<file path="config.mk">
export PLATFORM = sky130hd
export DESIGN_NAME = humidity_temperature_frame_decoder
export DESIGN_NICKNAME = d
export VERILOG_FILES = /design/src/htfd_pkg.sv /design/src/humidity_temperature_frame_decoder.sv
export SDC_FILE = /design/constraint.sdc
export NUM_CORES = 1
export LEC_CHECK = 0
export BUFFER_PORTS_ARGS = -buffer_cell sky130_fd_sc_hd__buf_2
export CORE_MARGIN = 2
export CORE_UTILIZATION = 62
export DETAILED_ROUTE_END_ITERATION = 6
export PLACE_DENSITY = 0.91
export SYNTH_ARGS = -nofsm -noshare
export SYNTH_HDL_FRONTEND = slang
export SYNTH_SLANG_ARGS = --single-unit
</file>
<file path="constraint.sdc">
create_clock -name clk -period 9.3 [get_ports clk]
set_input_delay 0 -clock clk [delete_from_list [all_inputs] [get_ports clk]]
set_output_delay 0 -clock clk [all_outputs]
set_load 0.01 [all_outputs]
</file>
<file path="src/htfd_pkg.sv">
`default_nettype none
// ----------------------------------------------------------------------------
// htfd_pkg
// constants and the crc-8 step shared by the humidity/temperature frame decoder
// ----------------------------------------------------------------------------
package htfd_pkg;

	localparam logic [7:0]  CRC_INIT    = 8'hFF;
	localparam logic [7:0]  CRC_POLY    = 8'h31;
	localparam logic [2:0]  POS_FIRST   = 3'd0;
	localparam logic [2:0]  LAST_POS    = 3'd6;
	localparam int unsigned RAW_W       = 20;
	localparam int unsigned FRAME_W     = 2 * RAW_W;
	localparam logic [9:0]  SCALE       = 10'd625;
	localparam logic [5:0]  HUM_OFFSET  = 6'd52;
	localparam logic [4:0]  TEMP_OFFSET = 5'd26;
	localparam logic [15:0] TEMP_BIAS   = 16'd5000;

	// one byte through the crc, msb first
	function automatic logic [7:0] crc8_byte(input logic [7:0] crc, input logic [7:0] b);
		logic [7:0] c;
		c = crc ^ b;
		for (int i = 0; i < 8; i++) begin
			if (c[7]) begin
				c = {c[6:0], 1'b0} ^ CRC_POLY;
			end else begin
				c = {c[6:0], 1'b0};
			end
		end
		return c;
	endfunction

endpackage
`default_nettype wire

</file>
<file path="src/humidity_temperature_frame_decoder.sv">
`default_nettype none
// ----------------------------------------------------------------------------
// humidity_temperature_frame_decoder
// assembles a seven-byte sensor frame, checks its crc-8 and scales the readings
// ----------------------------------------------------------------------------
//  channel | handshake           | payload
//  --------+---------------------+------------------------------------------
//  in      | in_valid, in_ready  | rx_byte, frame_start
//  out     | out_valid, out_ready| crc_ok, status_byte, humidity_raw,
//          |                     | temperature_raw, humidity_centi,
//          |                     | temperature_centi
//
//  one word accepted per cycle while in_ready is high; the crc step is unrolled across the byte
//  the seventh byte of a frame gives its result through two registered stages:
//  one stage for crc compare and raw fields, one for the two scaling multipliers
//  reset clears the frame position, the crc and both stage valids
//  a stalled output holds the result; the input keeps moving while either stage
//  has room, and the frame stage moves on only while the output stage has room
// ----------------------------------------------------------------------------
module humidity_temperature_frame_decoder
	import htfd_pkg::*;
(
	input  wire logic               clk,
	input  wire logic               arst_n,
	input  wire logic               in_valid,
	output logic                    in_ready,
	input  wire logic [7:0]         rx_byte,
	input  wire logic               frame_start,
	output logic                    out_valid,
	input  wire logic               out_ready,
	output logic                    crc_ok,
	output logic [7:0]              status_byte,
	output logic [RAW_W-1:0]        humidity_raw,
	output logic [RAW_W-1:0]        temperature_raw,
	output logic [13:0]             humidity_centi,
	output logic signed [14:0]      temperature_centi
);

	logic [2:0]         byte_pos_q;
	logic [7:0]         crc_q;
	logic [7:0]         status_q;
	logic [FRAME_W-1:0] shift_q;

	logic               valid_s1;
	logic               crc_ok_s1;
	logic [7:0]         status_s1;
	logic [RAW_W-1:0]   hraw_s1;
	logic [RAW_W-1:0]   traw_s1;

	logic               in_fire;
	logic               s1_load;
	logic               s1_move;
	logic               out_free;
	logic [2:0]         pos_eff;
	logic [7:0]         crc_next;
	logic [30:0]        hum_prod;
	logic [30:0]        temp_prod;
	logic [15:0]        temp_diff;

	assign out_free = !out_valid || out_ready;
	assign s1_move  = valid_s1 && out_free;
	assign in_ready = !valid_s1 || out_free;
	assign in_fire  = in_valid && in_ready;

	always_comb begin
		pos_eff = frame_start ? POS_FIRST : byte_pos_q;
		if (pos_eff > LAST_POS) begin
			pos_eff = POS_FIRST;
		end
	end

	assign s1_load  = in_fire && (pos_eff == LAST_POS);
	assign crc_next = crc8_byte((pos_eff == POS_FIRST) ? CRC_INIT : crc_q, rx_byte);

	// frame state
	always_ff @(posedge clk or negedge arst_n) begin
		if (!arst_n) begin
			byte_pos_q <= POS_FIRST;
			crc_q      <= CRC_INIT;
		end else if (in_fire) begin
			if (pos_eff == LAST_POS) begin
				byte_pos_q <= POS_FIRST;
				crc_q      <= CRC_INIT;
			end else begin
				byte_pos_q <= pos_eff + 3'd1;
				crc_q      <= crc_next;
			end
		end
	end

	always_ff @(posedge clk) begin
		if (in_fire) begin
			if (pos_eff == POS_FIRST) begin
				status_q <= rx_byte;
				shift_q  <= '0;
			end else if (pos_eff != LAST_POS) begin
				shift_q  <= {shift_q[FRAME_W-9:0], rx_byte};
			end
		end
	end

	// frame stage
	always_ff @(posedge clk or negedge arst_n) begin
		if (!arst_n) begin
			valid_s1 <= 1'b0;
		end else if (s1_load) begin
			valid_s1 <= 1'b1;
		end else if (s1_move) begin
			valid_s1 <= 1'b0;
		end
	end

	always_ff @(posedge clk) begin
		if (s1_load) begin
			crc_ok_s1 <= (crc_q == rx_byte);
			status_s1 <= status_q;
			hraw_s1   <= shift_q[FRAME_W-1:RAW_W];
			traw_s1   <= shift_q[RAW_W-1:0];
		end
	end

	// scaling
	assign hum_prod  = 31'({1'b0, hraw_s1} + 21'(HUM_OFFSET)) * 31'(SCALE);
	assign temp_prod = 31'({1'b0, traw_s1} + 21'(TEMP_OFFSET)) * 31'(SCALE);
	assign temp_diff = temp_prod[30:15] - TEMP_BIAS;

	// result register
	always_ff @(posedge clk or negedge arst_n) begin
		if (!arst_n) begin
			out_valid <= 1'b0;
		end else if (s1_move) begin
			out_valid <= 1'b1;
		end else if (out_ready) begin
			out_valid <= 1'b0;
		end
	end

	always_ff @(posedge clk) begin
		if (s1_move) begin
			crc_ok            <= crc_ok_s1;
			status_byte       <= status_s1;
			humidity_raw      <= hraw_s1;
			temperature_raw   <= traw_s1;
			humidity_centi    <= hum_prod[29:16];
			temperature_centi <= signed'(temp_diff[14:0]);
		end
	end

`ifndef SYNTHESIS
	a_pos_range: assert property (@(posedge clk) disable iff (!arst_n)
		byte_pos_q <= LAST_POS)
		else $error("frame position out of range");

	a_wrap: assert property (@(posedge clk) disable iff (!arst_n)
		s1_load |=> (byte_pos_q == POS_FIRST) && (crc_q == CRC_INIT) && valid_s1)
		else $error("frame state not restarted after last byte");

	a_stall_only_full: assert property (@(posedge clk) disable iff (!arst_n)
		!in_ready |-> valid_s1 && out_valid && !out_ready)
		else $error("input stalled with room in the pipeline");

	a_s1_hold: assert property (@(posedge clk) disable iff (!arst_n)
		valid_s1 && out_valid && !out_ready |=> valid_s1 && $stable(hraw_s1))
		else $error("frame stage lost under stall");
`endif

endmodule
`default_nettype wire
</file>
==> qor.csv <==
stage;metric;value;unit
cells_and_area;area_delta_synth_final;11.10;%
synth;syn_area;13720;sq um
placement;dpl_worst_slack;1.947;ns
synth;yosysMostFrequentCell;inv_1;
clock_network;clk_latency;0.45;ns
power_and_ir_drop;clockPowerShare;32.2;%
global_routing;antenna_found_initial;0;
cells_and_area;fin_cells;1614;
setup_path;crit_buf_inv;2;
setup_path;cp-start-kind;flop;
global_routing;grt_util_met2;45.65;%
power_and_ir_drop;netSwitchingFraction;29.13;%
clock_network;postCtsSetupBuffers;0;
setup_path;path_max_fanout;6;
clock_network;hold_buffers;14;
timing;fin_crit_sh;80.75;%
timing;drv_slew;0;
floorplan;core.rowCount;54;
power_and_ir_drop;p_int;1.593;mW
clock_network;cts_tree;yes;
worst_hold_path;hold_class;in2async;
floorplan;dieWidth;152.7;microns
setup_path;worst_path_most_repeated_cell;ha_1;
synth;synth_fp_nets;1476;
synth;netlist_top_cells_count;267 x inv_1, 175 x edfxtp_1, 171 x ha_1;
timing;relSlewSlack;22.36;%
clock_network;cts_resized;0;
placement;placed_cells;1569;
detailed_routing;first_pass_iters;5;
placement;place_area;14520;sq um
timing;worst_slack;1.790;ns
floorplan;pin_count;93;
timing;setup_viol;0;
detailed_routing;vias;8947;
global_routing;busiest_layer;met2;
timing;rsz0062_at_grt;false;
floorplan;start_util;63.05;%
power_and_ir_drop;p_leak;7.104;nW
synth;yosys_warnings;0;
clock_network;cts_inserted_buffers;17;
synth;ys_seq_area_share;40.76;%
synth;synth_top_cell_area_share;38.31;%
floorplan;core_area;21760;sq um
setup_path;cp_cell_sequence;ha_1, nor3_1, nor2_1, nand3_1, xnor2_1, fa_1, ha_1, fa_1, ha_1, inv_1, fa_1, inv_1, ha_1, nand4_1, nor3_1, o211ai_2, a21boi_2, a2bb2oi_1, o31ai_2, a311o_1, a2111oi_2, a221o_1, nor2_1;
power_and_ir_drop;power_density;147.5;nW/um^2
timing;tns;0;ns
clock_network;root_buffer;clkbuf_16;
detailed_routing;wire_per_inst;18.04;microns
detailed_routing;final_antenna_net_count;0;
setup_path;end_kind;flop;
timing;worst_pin_slew;1.165;ns
detailed_routing;remaining_drc_errors;0;
clock_network;path_clk_slew;0.08;ns
placement;gp_congestion;0.8902;
placement;dp_hpwl;21740;microns
global_routing;grt_max_degree;79;
synth;synth_edf_count;175;
cells_and_area;design_area;15240;sq um
setup_path;critPathKind;reg2reg;
floorplan;die_h;152.7;microns
floorplan;die-area;23330;sq um
outcome;status;complete, no violations;
cells_and_area;antenna_cells;0;
synth;synth-seq-cells;188;
global_routing;met3_usage;3.612;%
setup_path;required;9.49;ns
detailed_routing;wl;29120;microns
timing;fin_crit;7.510;ns
setup_path;cp_slowest_cell;xnor2_1;
timing;hold_viol;0;
synth;async_flop_share;6.915;%
cells_and_area;drive_above_1_share;11.39;%
setup_path;arrival;7.70;ns
cells_and_area;nNetsFinal;1594;
power_and_ir_drop;switchingPower;0.6548;mW
synth;syn_inst;1204;
clock_network;cts.path.max_buffers;2;
synth;synth_ff_type;edfxtp_1;
timing;timing.fmax;133.2;MHz
global_routing;grt_usage;25.32;%
placement;io_buffer_count;92;
global_routing;grt_remaining_overflow;0;
synth;synth_top_area_cell;edfxtp_1;
flow_run;maxCapViolCount;0;
global_routing;first_global_vias;9481;
setup_path;max_stage_delay;0.69;ns
global_routing;grt_use_met1;31.00;%
timing;fin_skew;0.01088;ns
power_and_ir_drop;power_frac_comb;21.6;%
synth;syn_area_per_cell;11.39;sq um
detailed_routing;drt-initial-drc-count;468;
cells_and_area;filler_cell_count;1457;
setup_path;crit_family;adder cells;
global_routing;grt_pass1_wl;46720;microns
clock_network;clock_sinks;188;
detailed_routing;viasPerCell;5.543;
power_and_ir_drop;p_seq_share;46.1;%
synth;ys_types;69;
power_and_ir_drop;vdd_drop_max;0.2079;mV
clock_network;htreeDepth;4;
synth;ys_top_cells_by_area;edfxtp_1 38%, ha_1 16%, fa_1 13%, inv_1 7.3%, xnor2_1 4.7%;
[power groups by stage]
stage | Combinational [mW] | Sequential, mW | Clock (mW)
final | 0.487 | 1.04 | 0.725
after global routing | 0.542 | 1.04 | 0.760
after CTS | 0.486 | 1.04 | 0.731
after detailed placement | 0.474 | 1.05 | 0
after global placement | 0.448 | 1.05 | 0
after floorplan | 0.371 | 1.04 | 0
[final timing paths]
path                              from               endpoint  slack (ns)  cells after the start
max                         traw_s1[2]  temperature_centi[14]        1.79                     23
min                             arst_n               crc_q[2]        0.16                      2
max reg2reg                 traw_s1[2]  temperature_centi[14]        1.79                     23
min reg2reg                shift_q[32]            hraw_s1[12]        0.42                      0
max in group asynchronous       arst_n          byte_pos_q[1]        8.43                      3
min in group clk            rx_byte[5]            status_q[5]        0.36                      2
[kinds of logic (layout without fill, tap and decap cells)]
group	count (synthesis)	count (layout)	share of synthesized area, %
buffers and inverters	278	408	7.626
adders and majority gates	259	259	28.44
and+or+nand+nor	232	232	8.739
DFF	188	188	40.76
AOI/OAI and AO/OA	131	131	6.905
xor gates and xnor gates	110	110	7.078
muxes	6	6	0.4561
[final cells by class]
cell class	count	area (sq um)	share of cell area, %
Multi-Input combinational cell	738	7096	46.56
Sequential cell	188	5590	36.68
Inverter	269	1010	6.626
Timing Repair Buffer	108	615.6	4.039
Clock buffer	19	442.9	2.906
Tap cell	280	350.3	2.299
Clock inverter	12	135.1	0.8867
[registers in the layout (all words and copies together) (netlist names)]
register and count:
shift_q 40, traw_s1 20, temperature_centi 15, temperature_raw 20, humidity_centi 14, crc_q 8, valid_s1 1, out_valid 1
crc_ok_s1 1, status_q 8, humidity_raw 20, byte_pos_q 3, hraw_s1 20, crc_ok 1, status_byte 8, status_s1 8
[layer usage]
layer,routed length (microns),up-vias
li1,-,4232
met1,11710,4376
met2,15130,280
met3,1445,59
met4,833,0
met5,0,-
[stage by stage]
stage                     total power, mW  util, %  hold WS, ns
after floorplan                     1.413        -      -0.2956
after global placement              1.497    66.75     -0.08770
after detailed placement            1.527    66.75     -0.08067
after CTS                           2.253    70.05       0.1730
after global routing                2.345    70.05       0.2286
final                               2.248    70.05       0.1649
[layout by cell type (no fill, tap or decap), types with 14 or more instances in the layout]
cell type	netlist	final
a21o_1	14	14
a21oi_1	40	40
and2_1	46	45
and3_1	18	18
buf_2	2	92
clkbuf_16	0	17
dlygate4sd3_1	0	14
edfxtp_1	175	175
fa_1	88	88
ha_1	171	171
inv_1	267	266
nand2_1	41	41
nand3_1	16	16
nor2_1	51	51
nor3_1	19	19
o21ai_0	16	16
xnor2_1	73	73
xor2_1	36	36
(Power assumes the default switching activity.)
